--- config.mk ---
export PLATFORM = sky130hd
export DESIGN_NAME = csb_queue
export DESIGN_NICKNAME = d
export VERILOG_FILES = /design/src/rtl/csb_pkg.sv /design/src/rtl/csb_queue.sv
export SDC_FILE = /design/constraint.sdc
export NUM_CORES = 1
export LEC_CHECK = 0
export ABC_AREA = 1
export BUFFER_PORTS_ARGS = -buffer_cell sky130_fd_sc_hd__buf_2
export CAP_MARGIN = 0
export CORE_AREA = 10 10 382 273
export CTS_CLUSTER_SIZE = 14
export DETAILED_ROUTE_END_ITERATION = 12
export DIE_AREA = 0 0 392 283
export MAX_ROUTING_LAYER = met4
export PLACE_DENSITY = 0.64
export RECOVER_POWER = 100
export SLEW_MARGIN = 20
export SYNTH_ARGS = -nofsm -noshare
export SYNTH_HDL_FRONTEND = slang
export SYNTH_SLANG_ARGS = --single-unit
export TNS_END_PERCENT = 100
--- constraint.sdc ---
create_clock -name clk -period 6.5 [get_ports clk]
set_input_delay 0 -clock clk [delete_from_list [all_inputs] [get_ports clk]]
set_output_delay 0 -clock clk [all_outputs]
set_load 0.1 [all_outputs]
--- src/rtl/csb_pkg.sv ---
// Shared types, constants and helpers of the cross stencil blur filter.
package csb_pkg;

	localparam int DEF_MAX_WIDTH   = 512;
	localparam int DEF_MAX_HEIGHT  = 512;
	localparam int DEF_QUEUE_DEPTH = 4;

	localparam int CHAN_W      = 16;
	localparam int DIM_W       = 10;
	localparam int CFG_INDEX_W = 2;
	localparam int CFG_DATA_W  = 16;

	localparam int                RESET_FRAME_WIDTH   = 480;
	localparam int                RESET_FRAME_HEIGHT  = 360;
	localparam logic [CHAN_W-1:0] RESET_CENTER_WEIGHT = 16'd34079;
	localparam logic [CHAN_W-1:0] RESET_SIDE_WEIGHT   = 16'd7864;

	typedef enum logic [CFG_INDEX_W-1:0] {
		REG_FRAME_WIDTH,
		REG_FRAME_HEIGHT,
		REG_CENTER_WEIGHT,
		REG_SIDE_WEIGHT
	} cfg_reg_t;

	// Element 0 is red, 1 green, 2 blue.
	typedef logic [2:0][CHAN_W-1:0] rgb_t;

	typedef struct packed {
		logic [CHAN_W-1:0] red_in;
		logic [CHAN_W-1:0] green_in;
		logic [CHAN_W-1:0] blue_in;
		logic              flush;
	} pix_in_t;

	typedef struct packed {
		logic [CHAN_W-1:0] red_out;
		logic [CHAN_W-1:0] green_out;
		logic [CHAN_W-1:0] blue_out;
		logic              border;
		logic              last;
	} pix_out_t;

	// One column of the line store: the previous row and the row before it.
	typedef struct packed {
		rgb_t newer;
		rgb_t older;
	} line_word_t;

	// Neighborhood of one output pixel, handed from front to back.
	typedef struct packed {
		rgb_t ctr;
		rgb_t lft;
		rgb_t rgt;
		rgb_t up;
		rgb_t dn;
		logic border;
		logic last;
	} stencil_t;

	function automatic int clamp_dim(input int v, input int hi);
		int r;
		r = v;
		if (r < 3) r = 3;
		if (r > hi) r = hi;
		return r;
	endfunction

endpackage

--- src/rtl/csb_queue.sv ---
// Short FIFO of neighborhoods between front and back.
module csb_queue #(
	parameter int DEPTH = csb_pkg::DEF_QUEUE_DEPTH,
	localparam int AW = $clog2(DEPTH),
	localparam int NW = $clog2(DEPTH + 1)
) (
	input  logic              clk,
	input  logic              arst_n,
	input  logic              push,
	input  csb_pkg::stencil_t push_data,
	output logic              full,
	input  logic              pop,
	output csb_pkg::stencil_t pop_data,
	output logic              not_empty
);
	import csb_pkg::*;

	stencil_t      mem_q [DEPTH];
	logic [AW-1:0] wr_ptr_q;
	logic [AW-1:0] rd_ptr_q;
	logic [NW-1:0] count_q;

	assign full      = count_q == NW'(DEPTH);
	assign not_empty = count_q != '0;
	assign pop_data  = mem_q[rd_ptr_q];

	always_ff @(posedge clk) begin
		if (push) begin
			mem_q[wr_ptr_q] <= push_data;
		end
	end

	always_ff @(posedge clk or negedge arst_n) begin
		if (!arst_n) begin
			wr_ptr_q <= '0;
			rd_ptr_q <= '0;
			count_q  <= '0;
		end else begin
			if (push) begin
				wr_ptr_q <= (wr_ptr_q == AW'(DEPTH - 1)) ? '0 : wr_ptr_q + AW'(1);
			end
			if (pop) begin
				rd_ptr_q <= (rd_ptr_q == AW'(DEPTH - 1)) ? '0 : rd_ptr_q + AW'(1);
			end
			if (push && !pop) begin
				count_q <= count_q + NW'(1);
			end else if (pop && !push) begin
				count_q <= count_q - NW'(1);
			end
		end
	end

	a_count_bound: assert property (@(posedge clk) disable iff (!arst_n)
		count_q <= NW'(DEPTH))
		else $error("queue fill count beyond depth");

	a_count_step: assert property (@(posedge clk) disable iff (!arst_n)
		(push && !pop) |=> count_q == $past(count_q) + NW'(1))
		else $error("queue fill count lost a push");
endmodule

[Yosys cells after proc, flatten, opt, wreduce, memory -nomap -nowiden]
Memory sizes are Yosys's and may differ from the RTL's.
Index checks and enable logic that the tools add are counted.
Storage, ports and cells
  register bits after elaboration: 7
  memory bits (writable): 968
  input bits: 246
  output and inout bits: 244
  word-level logic and storage cells: 23
  memories kept: 1
Operators by class
  $add $sub $neg: 4
  equal/unequal tests: 3
  mux-type cells: 6
  reductions and logical operators: 6
Memories
  mem_q: words 4, bits a word 242, rd ports 1, clocked after memory_dff 0, write ports 1, line csb_queue.sv:18  | stencil_t mem_q [DEPTH];
Operators with widths (number)
  $mux W3: 2
  $add A2 B1 Y2 const B: 2
  $eq A2 B2 Y1 const B: 2
  $mux W2: 2
  $add A3 B1 Y3 const B: 1
  $eq A3 B3 Y1 const B: 1
  $reduce_bool A3 Y1: 1
  $sub A3 B1 Y3 const B: 1
  $logic_and A1 B1 Y1: 2
  $logic_not A1 Y1: 2
  $mux W1: 2
  $reduce_bool A2 Y1: 1

[Depth between registers and ports, before layout]
  depth in word-level cells: 4
  gate-level depth with buffers: 9
  depth with buffers taken out: 9

[Worst setup path after synthesis]
OpenSTA, ideal clock, no wires.
  path kind: reg2reg
  from: register wr_ptr_q[0]
  to: memory mem_q[2][0] (netlist bit) (enable)
  library setup time: 593 ps
  arrival: 5300 ps
  required time: 5907 ps
  setup slack: 607 ps
  stages on the path, launching flop included: 5
  clock period less this slack: 5893 ps
  cell sequence: dfrtp_1 > inv_1 > ha_1 > nand2_1 > inv_1
RTL lines
  from (decl): line csb_queue.sv:19  | logic [AW-1:0] wr_ptr_q;
  from (signal assigned): line csb_queue.sv:40  | wr_ptr_q <= (wr_ptr_q == AW'(DEPTH - 1)) ? '0 : wr_ptr_q + AW'(1);
  to (decl): line csb_queue.sv:18
No word-level cell before the write port.

==> results.md <==
- Synth async-reset ratio: 0.7179%
- First-pass GRT wire length: 133,300 um
- Fmax: 202.8 MHz
- Largest cells by area after synthesis: edfxtp_1 (76%), o211ai_1 (9.4%), nand2_1 (7.2%)
- Routability cong.: 0.7553
- Initial antenna violation count: 13
- Setup repair bufs after CTS: 0
- # rows: 96
- Crit-path max FO: 221
- Worst-Skew Late Latency: 0.65 ns
- Layout Skew: 0.02633 ns
- CTS tree: built
- Crit path max-delay family: buffers and inverters
- Slowest CP cell: clkbuf_4
- Starting Density: 39.63%
- Yosys warns: 0
- Detail Route Antenna Nets: 0
- Crit path launch type: register
- Post-synthesis average cell area: 13.37 um2
- Most instantiated cells after synthesis: edfxtp_1 (968), nand2_1 (742), inv_1 (495)
- Setup crit start: rd_ptr_q[0]$_DFFE_PN0P_
- CTS Root Cell: clkbuf_16
- Total congestion overflow: 0
- DRT Pass-1 Iters: 5
- Post-synth top area cell: edfxtp_1
- Residual DRC: 0
- Slew Viols, Final: 1,031
- Setup TNS: 0 ns
- Max-Cap Viols: 11
- Critical path type: reg -> out
- IO buf count: 489
- Pre-CTS WS: 3.345 ns
- Die H: 283 um
- Sequential element share of the synthesized area: 76.03%
- Top_reg_cell synth: edfxtp_1
- Vias/cell: 4.762
- Failing checks: capacitance limit, slew limit
- Share of layout cells above drive strength 1: 5.205%
- Via count: 23,413
- Period Utilization, post-route: 75.84%
- Net Count, Synth: 3,129
- Worst Tran Pin Value: 4.254 ns
- Clock sinks: 975
- CP peak stage delay: 1.75 ns
- RSZ-0062 raised after global routing: false
- Status: finished with violations
- 1st-iter DRT viols: 1,544
- Crit path cell chain: inv_8 > clkbuf_4 > o211ai_1 > nand2_1 > clkbuf_1
- Vias in the first global route: 22,877
- Fillcell total: 8,604
- R2r startpoint: wr_ptr_q[0]$_DFFE_PN0P_
- Post-cts sizing count: 0
- Pin count of the biggest net entering global routing: 238
- Crit path capture type: primary output
- WP buf/inv: 3
- Cell with the most instances after synthesis: edfxtp_1
- Slew HR: -183.6%
- H-tree Lvls: 3
- Die W: 392 um
- Setup WS post-layout: 1.570 ns
- Hold violation total from the final report: 0
- Area Overhead vs Synth: 21.23%
- Post-Syn Area: 38,460 um2
- CTS Buf Count: 93
- Number of synthesized flops with an enable pin: 968
- Post-synth top area share: 75.58%
- Minimum clock period: 4.930 ns
- Final count of negative-setup-slack endpoints: 0
- WP data required: 6.50 ns
- Routed WL: 86,490 um
- Clock Tree Buf Depth: 3
- Die ar.: 110,900 um2
- Worst EP arrival: 4.93 ns
- Clock transition at path regs: 0.06 ns
- Core area: 97,050 um2
- CTS Hold Buffers Added: 246
- Hold Startpoint: push_data[90]
- # nets final: 3,818
- WL/cell: 17.59 um
- Yosys reg bits: 975
- I/O pin count: 490
- Global-route usage over all layers: 15.62%
- Synth Instances: 2,876
- Hpwl dp: 50,750 um
- Synth unique cells: 18
- Min-Delay Path Class: in -> reg
-- flip-flops by register name (all words and copies together), names as in the netlist --
name and count:
rd_ptr_q 2, wr_ptr_q 2, mem_q 968, count_q 3
-- layout by cell type, fill, tap and decap left out --
cell type and count:
clkinv_1 22, nand4_1 1, inv_6 2, nor3_1 1, clkbuf_16 94, inv_1 491, clkbuf_2 6, clkinv_8 3
nor2_1 3, fa_1 1, dfrtp_4 1, nand3_1 1, ha_1 6, dlygate4sd3_1 246, buf_12 4, clkbuf_1 465
nand2_1 742, o21ai_0 4, dfrtp_1 6, inv_8 6, buf_4 4, bufinv_16 3, o211ai_1 484, buf_2 52
diode_2 12, edfxtp_1 968, clkinvlp_4 2, xnor2_1 1, clkbuf_4 1, clkinv_2 11
-- per-stage QoR --
step	area [um2]	hold slack, ns	instances	utilization [%]
floorplan	38460	-0.2956	2876	-
global placement	42020	-0.1529	4498	43.30
detailed placement	42020	-0.1514	4498	43.30
CTS	47240	0.009614	4905	48.67
global route	46630	0.1170	4917	48.04
finish	46630	0.1502	4917	48.04
-- worst register-to-register path: cells and delay by family (launching register included) --
family / cells / cell delay [ns]
buffers and inverters: 3 / 3.57
adders and majority gates: 1 / 0.15
and+or+nand+nor: 1 / 0.13
DFF: 1 / 0.41
-- kinds of logic after synthesis --
| kind of cell | synth area share (%) |
|---|---|
| DFF | 76.03 |
| buffers and inverters | 6.887 |
| AOI/OAI and AO/OA | 9.499 |
| xor gates and xnor gates | 0.02278 |
| and+or+nand+nor | 7.313 |
| adders and majority gates | 0.2472 |
-- final cells by class --
cell class	count	area, um2	share of cell area, %
inverters	497	1911	4.097
multi-input cells	1244	6570	14.09
flip-flops and latches	975	29250	62.72
clock inverters	43	309.0	0.6628
clock buffers	118	2442	5.238
repair buffers	754	4526	9.706
well taps	1274	1594	3.419
diodes	12	30.03	0.06440
-- worst paths after layout --
check	cells after the start	to	slack, ns
setup / recovery	5	pop_data[23]	1.57
hold / removal	2	mem_q[3][90]$_DFFE_PP_	0.15
setup reg to reg	5	mem_q[2][28]$_DFFE_PP_	1.65
hold reg to reg	2	count_q[2]$_DFFE_PN0P_	0.48
max in group asynchronous	3	rd_ptr_q[1]$_DFFE_PN0P_	5.90
min in group asynchronous	3	wr_ptr_q[0]$_DFFE_PN0P_	0.31
-- layer usage --
layer  global-route usage [%]  wire length (um)
met1                    19.50             37100
met2                    25.26             41950
met3                    4.035              5704
met4                    4.052              1737
met5                        -                 0
Power is left out: the tool's default activity adds up to more than one toggle a clock period on the data nets, which glitch-free logic cannot reach.
