[src/rtl/csb_pkg.sv]
// Shared types, constants and helpers of the cross stencil blur filter.
package csb_pkg;

	localparam int DEF_MAX_WIDTH   = 512;
	localparam int DEF_MAX_HEIGHT  = 512;
	localparam int DEF_QUEUE_DEPTH = 4;

	localparam int CHAN_W      = 16;
	localparam int DIM_W       = 10;
	localparam int CFG_INDEX_W = 2;
	localparam int CFG_DATA_W  = 16;

	localparam int                RESET_FRAME_WIDTH   = 480;
	localparam int                RESET_FRAME_HEIGHT  = 360;
	localparam logic [CHAN_W-1:0] RESET_CENTER_WEIGHT = 16'd34079;
	localparam logic [CHAN_W-1:0] RESET_SIDE_WEIGHT   = 16'd7864;

	typedef enum logic [CFG_INDEX_W-1:0] {
		REG_FRAME_WIDTH,
		REG_FRAME_HEIGHT,
		REG_CENTER_WEIGHT,
		REG_SIDE_WEIGHT
	} cfg_reg_t;

	// Element 0 is red, 1 green, 2 blue.
	typedef logic [2:0][CHAN_W-1:0] rgb_t;

	typedef struct packed {
		logic [CHAN_W-1:0] red_in;
		logic [CHAN_W-1:0] green_in;
		logic [CHAN_W-1:0] blue_in;
		logic              flush;
	} pix_in_t;

	typedef struct packed {
		logic [CHAN_W-1:0] red_out;
		logic [CHAN_W-1:0] green_out;
		logic [CHAN_W-1:0] blue_out;
		logic              border;
		logic              last;
	} pix_out_t;

	// One column of the line store: the previous row and the row before it.
	typedef struct packed {
		rgb_t newer;
		rgb_t older;
	} line_word_t;

	// Neighborhood of one output pixel, handed from front to back.
	typedef struct packed {
		rgb_t ctr;
		rgb_t lft;
		rgb_t rgt;
		rgb_t up;
		rgb_t dn;
		logic border;
		logic last;
	} stencil_t;

	function automatic int clamp_dim(input int v, input int hi);
		int r;
		r = v;
		if (r < 3) r = 3;
		if (r > hi) r = hi;
		return r;
	endfunction

endpackage

[src/rtl/csb_stream_if.sv]
// Valid/ready stream channel carrying one word per handshake.
interface csb_stream_if #(
	parameter type item_t = logic
) ();
	logic  valid;
	logic  ready;
	item_t data;

	modport source (output valid, output data, input ready);
	modport sink (input valid, input data, output ready);
endinterface

[src/rtl/csb_back.sv]
// Back end: weighted five-point sum per channel, round down, saturate, border pass-through, output register.
module csb_back (
	input  logic                       clk,
	input  logic                       arst_n,
	input  logic [csb_pkg::CHAN_W-1:0] center_weight,
	input  logic [csb_pkg::CHAN_W-1:0] side_weight,
	input  logic                       avail,
	input  csb_pkg::stencil_t          entry,
	output logic                       pop,
	csb_stream_if.source               filtered
);
	import csb_pkg::*;

	// stage 1: center product and side sum
	logic             v_s1;
	rgb_t             ctr_s1;
	logic [2:0][31:0] cprod_s1;
	logic [2:0][17:0] ssum_s1;
	logic             border_s1;
	logic             last_s1;
	// stage 2: side product
	logic             v_s2;
	rgb_t             ctr_s2;
	logic [2:0][31:0] cprod_s2;
	logic [2:0][33:0] sprod_s2;
	logic             border_s2;
	logic             last_s2;
	// output register
	logic             vld_q;
	pix_out_t         res_q;

	logic             ld1, ld2, ld3;
	logic [2:0][34:0] total;
	rgb_t             blur;
	rgb_t             chan_out;

	assign ld3 = !vld_q || filtered.ready;
	assign ld2 = !v_s2 || ld3;
	assign ld1 = !v_s1 || ld2;
	assign pop = avail && ld1;

	always_ff @(posedge clk or negedge arst_n) begin
		if (!arst_n) begin
			v_s1  <= 1'b0;
			v_s2  <= 1'b0;
			vld_q <= 1'b0;
		end else begin
			if (ld1) v_s1 <= avail;
			if (ld2) v_s2 <= v_s1;
			if (ld3) vld_q <= v_s2;
		end
	end

	always_ff @(posedge clk) begin
		if (ld1) begin
			ctr_s1    <= entry.ctr;
			border_s1 <= entry.border;
			last_s1   <= entry.last;
			for (int k = 0; k < 3; k++) begin
				cprod_s1[k] <= {16'b0, entry.ctr[k]} * {16'b0, center_weight};
				ssum_s1[k]  <= {2'b0, entry.lft[k]} + {2'b0, entry.rgt[k]}
					+ {2'b0, entry.up[k]} + {2'b0, entry.dn[k]};
			end
		end
		if (ld2) begin
			ctr_s2    <= ctr_s1;
			border_s2 <= border_s1;
			last_s2   <= last_s1;
			cprod_s2  <= cprod_s1;
			for (int k = 0; k < 3; k++) begin
				sprod_s2[k] <= {16'b0, ssum_s1[k]} * {18'b0, side_weight};
			end
		end
		if (ld3) begin
			res_q.red_out   <= chan_out[0];
			res_q.green_out <= chan_out[1];
			res_q.blue_out  <= chan_out[2];
			res_q.border    <= border_s2;
			res_q.last      <= last_s2;
		end
	end

	// Drop the 16 fraction bits, clip at full scale; border pixels pass.
	always_comb begin
		for (int k = 0; k < 3; k++) begin
			total[k] = {3'b0, cprod_s2[k]} + {1'b0, sprod_s2[k]};
			blur[k]  = (|total[k][34:32]) ? '1 : total[k][31:16];
		end
		chan_out = border_s2 ? ctr_s2 : blur;
	end

	assign filtered.valid = vld_q;
	assign filtered.data  = res_q;

	a_pop_lands: assert property (@(posedge clk) disable iff (!arst_n)
		pop |=> v_s1)
		else $error("popped neighborhood missing from stage 1");
endmodule

[src/flat_wrapper.sv]
// flat-port wrapper written by rule: the top's interface ports become plain ports
module csb_back_flat import csb_pkg::*;
  (clk, arst_n, center_weight, side_weight, avail, entry, pop, filtered_valid, filtered_data, filtered_ready);
  csb_stream_if filtered_i ();
  input  logic clk;
  input  logic arst_n;
  input  logic [csb_pkg::CHAN_W-1:0] center_weight;
  input  logic [csb_pkg::CHAN_W-1:0] side_weight;
  input  logic avail;
  input  csb_pkg::stencil_t entry;
  output logic pop;
  output wire logic [$bits(filtered_i.valid)-1:0] filtered_valid;
  output wire logic [$bits(filtered_i.data)-1:0] filtered_data;
  input wire logic [$bits(filtered_i.ready)-1:0] filtered_ready;
  assign filtered_valid = filtered_i.valid;
  assign filtered_data = filtered_i.data;
  assign filtered_i.ready = filtered_ready;
  csb_back u_core (.clk(clk), .arst_n(arst_n), .center_weight(center_weight), .side_weight(side_weight), .avail(avail), .entry(entry), .pop(pop), .filtered(filtered_i));
endmodule
[config.mk]
export PLATFORM = sky130hd
export DESIGN_NAME = csb_back_flat
export DESIGN_NICKNAME = d
export VERILOG_FILES = /design/src/rtl/csb_pkg.sv /design/src/rtl/csb_stream_if.sv /design/src/rtl/csb_back.sv /design/src/flat_wrapper.sv
export SDC_FILE = /design/constraint.sdc
export NUM_CORES = 1
export LEC_CHECK = 0
export ABC_AREA = 0
export BUFFER_PORTS_ARGS = -buffer_cell sky130_fd_sc_hd__clkbuf_2
export CAP_MARGIN = 20
export CORE_AREA = 10 10 101 103
export DETAILED_ROUTE_END_ITERATION = 7
export DIE_AREA = 0 0 111 113
export PLACE_DENSITY_LB_ADDON = 0.3
export SYNTH_ARGS = -nofsm -noshare
export SYNTH_HDL_FRONTEND = slang
export SYNTH_SLANG_ARGS = --single-unit
[constraint.sdc]
create_clock -name clk -period 1.1 [get_ports clk]
set_input_delay 0.22 -clock clk [delete_from_list [all_inputs] [get_ports clk]]
set_output_delay 0.22 -clock clk [all_outputs]
set_load 0.01 [all_outputs]
## Word level (Yosys, flattened, before mapping)

Index checks and enable logic that the tools add are counted.

- Flip-flop bits (word level): 6
- Bits of input ports: 278
- Output and inout port bits: 3
- Word-level logic and storage cells: 13

- Reductions and logical operators: 7

Operators by type and width:

| operator | number |
|---|---|
| 1-bit zero test | 3 |
| 1-bit logical OR | 3 |
| 1-bit logical AND | 1 |

## Longest topological paths before layout

- Depth after elaboration: 5
- Depth in mapped cells: 2
- Mapped depth without buffers: 2

## Worst setup path before layout

Ideal clock, no wire load.

- Path kind: register -> output
- From: register u_core.vld_q, in the netlist u_core.filtered.valid
- To: output port pop
- Data arrival time: 0.749 ns
- Required time: 0.880 ns
- Path slack: 0.131 ns
- Cell stages (with the launch flop): 3
- Path buffers: 0
- Cells stage by stage: dfrtp_1 -> nand4b_2 -> and2_1

- Longest elaborated chain between the ends: 5

RTL lines:

| item | RTL line | RTL |
|---|---|---|
| start: declaration | csb_back.sv:29 | `logic vld_q;` |
| start signal: assignment | csb_back.sv:50 | `if (ld3) vld_q <= v_s2;` |
| 1-bit zero test | csb_back.sv:37 | `assign ld3 = !vld_q \|\| filtered.ready;` |
| 1-bit logical OR | csb_back.sv:37 |  |
| 1-bit logical OR | csb_back.sv:38 | `assign ld2 = !v_s2 \|\| ld3;` |
| 1-bit logical OR | csb_back.sv:39 | `assign ld1 = !v_s1 \|\| ld2;` |
| named net u_core.ld1 | csb_back.sv:32 | `logic ld1, ld2, ld3;` |
| 1-bit logical AND | csb_back.sv:40 | `assign pop = avail && ld1;` |
| end: declaration | flat_wrapper.sv:11 | `output logic pop;` |

The timed path passes the listed nets, and every way through them passes these cells.

## Final worst setup path

Same ends and word-level chain as after synthesis.

==> summary.txt <==
Status
  • Outcome: finished, violations left
  • Failing checks: negative setup slack

Setup path
  • Max FO, Critical Path: 2
  • R2R setup slack: 0.13 ns
  • CP max-delay cell: dfrtp_1
  • Crit path cell chain: nand4b_4 -> and2_4 -> buf_6
  • CP Capture Type: output pin
  • Buf/Inv on CP: 1
  • CP max stage delay: 0.39 ns
  • CP arrival: 0.98 ns
  • Reg-to-reg endpoint: u_core.last_s2
  • Reg2reg path depth: 2
  • Worst setup SP type: flop
  • Worst Path Required: 0.88 ns
  • R2R Path Start: u_core.filtered.valid
  • Top delay family on crit path: flip-flops
  • CP Class: reg -> out

Run
  • Maximum capacitance violations: 0

Timing
  • Final period util: 109%
  • Rel. slew slack: 90.6%
  • Final hold violation count: 0
  • Hold Slack: 0.173 ns
  • Max Slew Vio Count: 0
  • Fmax: 830 MHz
  • RSZ-0062 raised after global routing: true
  • Tmin final: 1.20 ns
  • Worst-margin pin slew: 0.141 ns
  • Setup ws final: -0.104 ns
  • Skew final: 0.00127 ns
  • Final setup viols: 2

Placed design
  • PortBufs: 7
  • Dpl ws: 0.0502 ns
  • Placed Area: 393 µm²
  • Post-DP HPWL: 418 µm
  • RePlAce Congestion: 0.627

Synth
  • Largest area contributor in the netlist: edfxtp_1
  • Async SR Flop Fraction: 50.0%
  • Top FF cell, synth: edfxtp_1
  • #FFs+latches synth: 6
  • Distinct cells, synth: 6
  • Post-Syn Nets: 291
  • Seq/Total Area, Yosys: 75.4%
  • Synth Cell Area: 219 µm²
  • Syn avg cell area: 16.8 µm²
  • Top cell type's share of synthesized area: 41.1%
  • Gate Count Post-Synth: 13
  • Yosys warnings: 0
  • Synth cell count leaders: 4 x nand2b_1, 3 x dfrtp_1, 3 x edfxtp_1
  • Post-synth EDFFs: 3
  • Area contributors post-synth: edfxtp_1 41%, dfrtp_1 34%, nand2b_1 11%
  • Top-count cell post-synth: nand2b_1

Clock tree
  • H-tree Lvls: 1
  • Clock sinks: 6
  • Clk_lat worst skew: 0.22 ns
  • Root Driver: clkbuf_8
  • TritonCTS Buffers: 3
  • Worst-path clk slew: 0.04 ns
  • CTS Buffer Depth: 2
  • CTS tree: built

Power and ir drop
  • Static Leak: 0.164 nW
  • VDD IR max: 0.000527 V
  • Total power draw: 0.695 mW
  • PwrDens: 1450 nW/µm²

GRT
  • Grt total ovfl: 0
  • Vias in the first global route: 220
  • All-Layer GR Usage: 0.897%
  • GRT busiest layer: met2
  • Met1 Usage GRT: 0.576%
  • Initial antenna violation count: 0
  • Global-route met2 utilization: 1.53%
  • First-pass GRT wire length: 834 µm
  • Met3 GRT Util: 0.634%
  • Largest net degree at the start of global routing: 5

Layout
  • NumNets Final: 307
  • Antenna cell count: 0
  • Filler instances: 936
  • Layout overhead on the synthesized area: 119%
  • Layout cell share with drive strength beyond 1: 53.6%
  • Post-route cell area: 480 µm²

Die
  • # IOs: 281
  • Core area: 8130 µm²
  • Die W: 111 µm
  • Initial Util: 2.69%
  • Die Height: 113 µm
  • Full die area: 12500 µm²
  • Number of cell rows: 33

Hold path
  • Hold EP: u_core.last_s1
  • Hold path depth: 1
  • Worst Hold Class: in -> reg
  • Hold Crit Start: entry[0]

Routing
  • Vias: 160
  • Vias per Instance: 1.20
  • WL/cell: 3.82 µm
  • DRC viols: 0
  • DRT iter0 DRCs: 2
  • Pre-Repair DR Iteration Count: 2
  • Remaining antenna violation count: 0
  • Routed wire length: 508 µm
metrics by stage:
stage / std cells / utilization (%) / setup TNS (ns)
after detailed placement: 126 / 4.83 / 0
after floorplan: 13 / - / 0
after CTS: 133 / 5.83 / -0.141
after global routing: 133 / 5.91 / -0.206
after global placement: 126 / 4.83 / 0
final: 133 / 5.91 / -0.124
timing repair:
item / 4_1_cts / 5_1_grt
gates resized for setup: 2 / 2
hold buffers: 1 / 0
pin swaps: 2 / 0
hold endpoints to repair: 3 / 0
setup endpoints to repair: 1 / 2
setup buffers: 2 / 0
how the worst max path moves through the flow:
stage	slack [ns]	to	start	cells past startpoint
after floorplan	0.13	pop	u_core.filtered.valid	2
after global placement	0.08	pop	filtered_ready	4
after detailed placement	0.05	pop	filtered_ready	4
after CTS	-0.12	pop	u_core.filtered.valid	3
after global routing	-0.15	pop	u_core.filtered.valid	3
final	-0.10	pop	u_core.filtered.valid	3
registers in the layout, indices dropped and copies added, names as in the netlist:
name,count
u_core.filtered.data,1
u_core.filtered.valid,1
u_core.last_s1,1
u_core.last_s2,1
u_core.v_s1,1
u_core.v_s2,1
cells by family after synthesis:
family | Yosys count | synth area share, %
DFF | 6 | 75.4
and+or+nand+nor | 7 | 24.6
area by class of cell:
cell class / count / area [µm²] / area share, %
Clock buffer: 4 / 45.0 / 9.37
Multi-Input combinational cell: 7 / 65.1 / 13.5
Sequential cell: 6 / 165 / 34.4
Tap cell: 105 / 131 / 27.3
Timing Repair Buffer: 11 / 73.8 / 15.4
cells in the final DEF (no fill, tap or decap), drive strengths merged:
master,netlist,routed
and2,1,1
buf,0,4
clkbuf,0,10
dfrtp,3,3
dlygate4sd3,0,1
edfxtp,3,3
nand2b,4,4
nand3b,1,1
nand4b,1,1
power by group:
part / switching, mW / leakage [nW] / internal [mW] / total [mW]
combinational: 0.0304 / 0.0787 / 0.0451 / 0.0755
sequential: 0.0141 / 0.0621 / 0.262 / 0.276
clock: 0.0943 / 0.0228 / 0.249 / 0.343
total: 0.139 / 0.164 / 0.556 / 0.695
routing by layer:
| metal | vias up | share of wire, % |
|---|---|---|
| met1 | 78 | 33 |
| met5 | - | 0 |
| met3 | 0 | 12 |
| li1 | 74 | - |
| met2 | 8 | 55 |
| met4 | 0 | 0 |
Power figures use the tool's default switching activity.
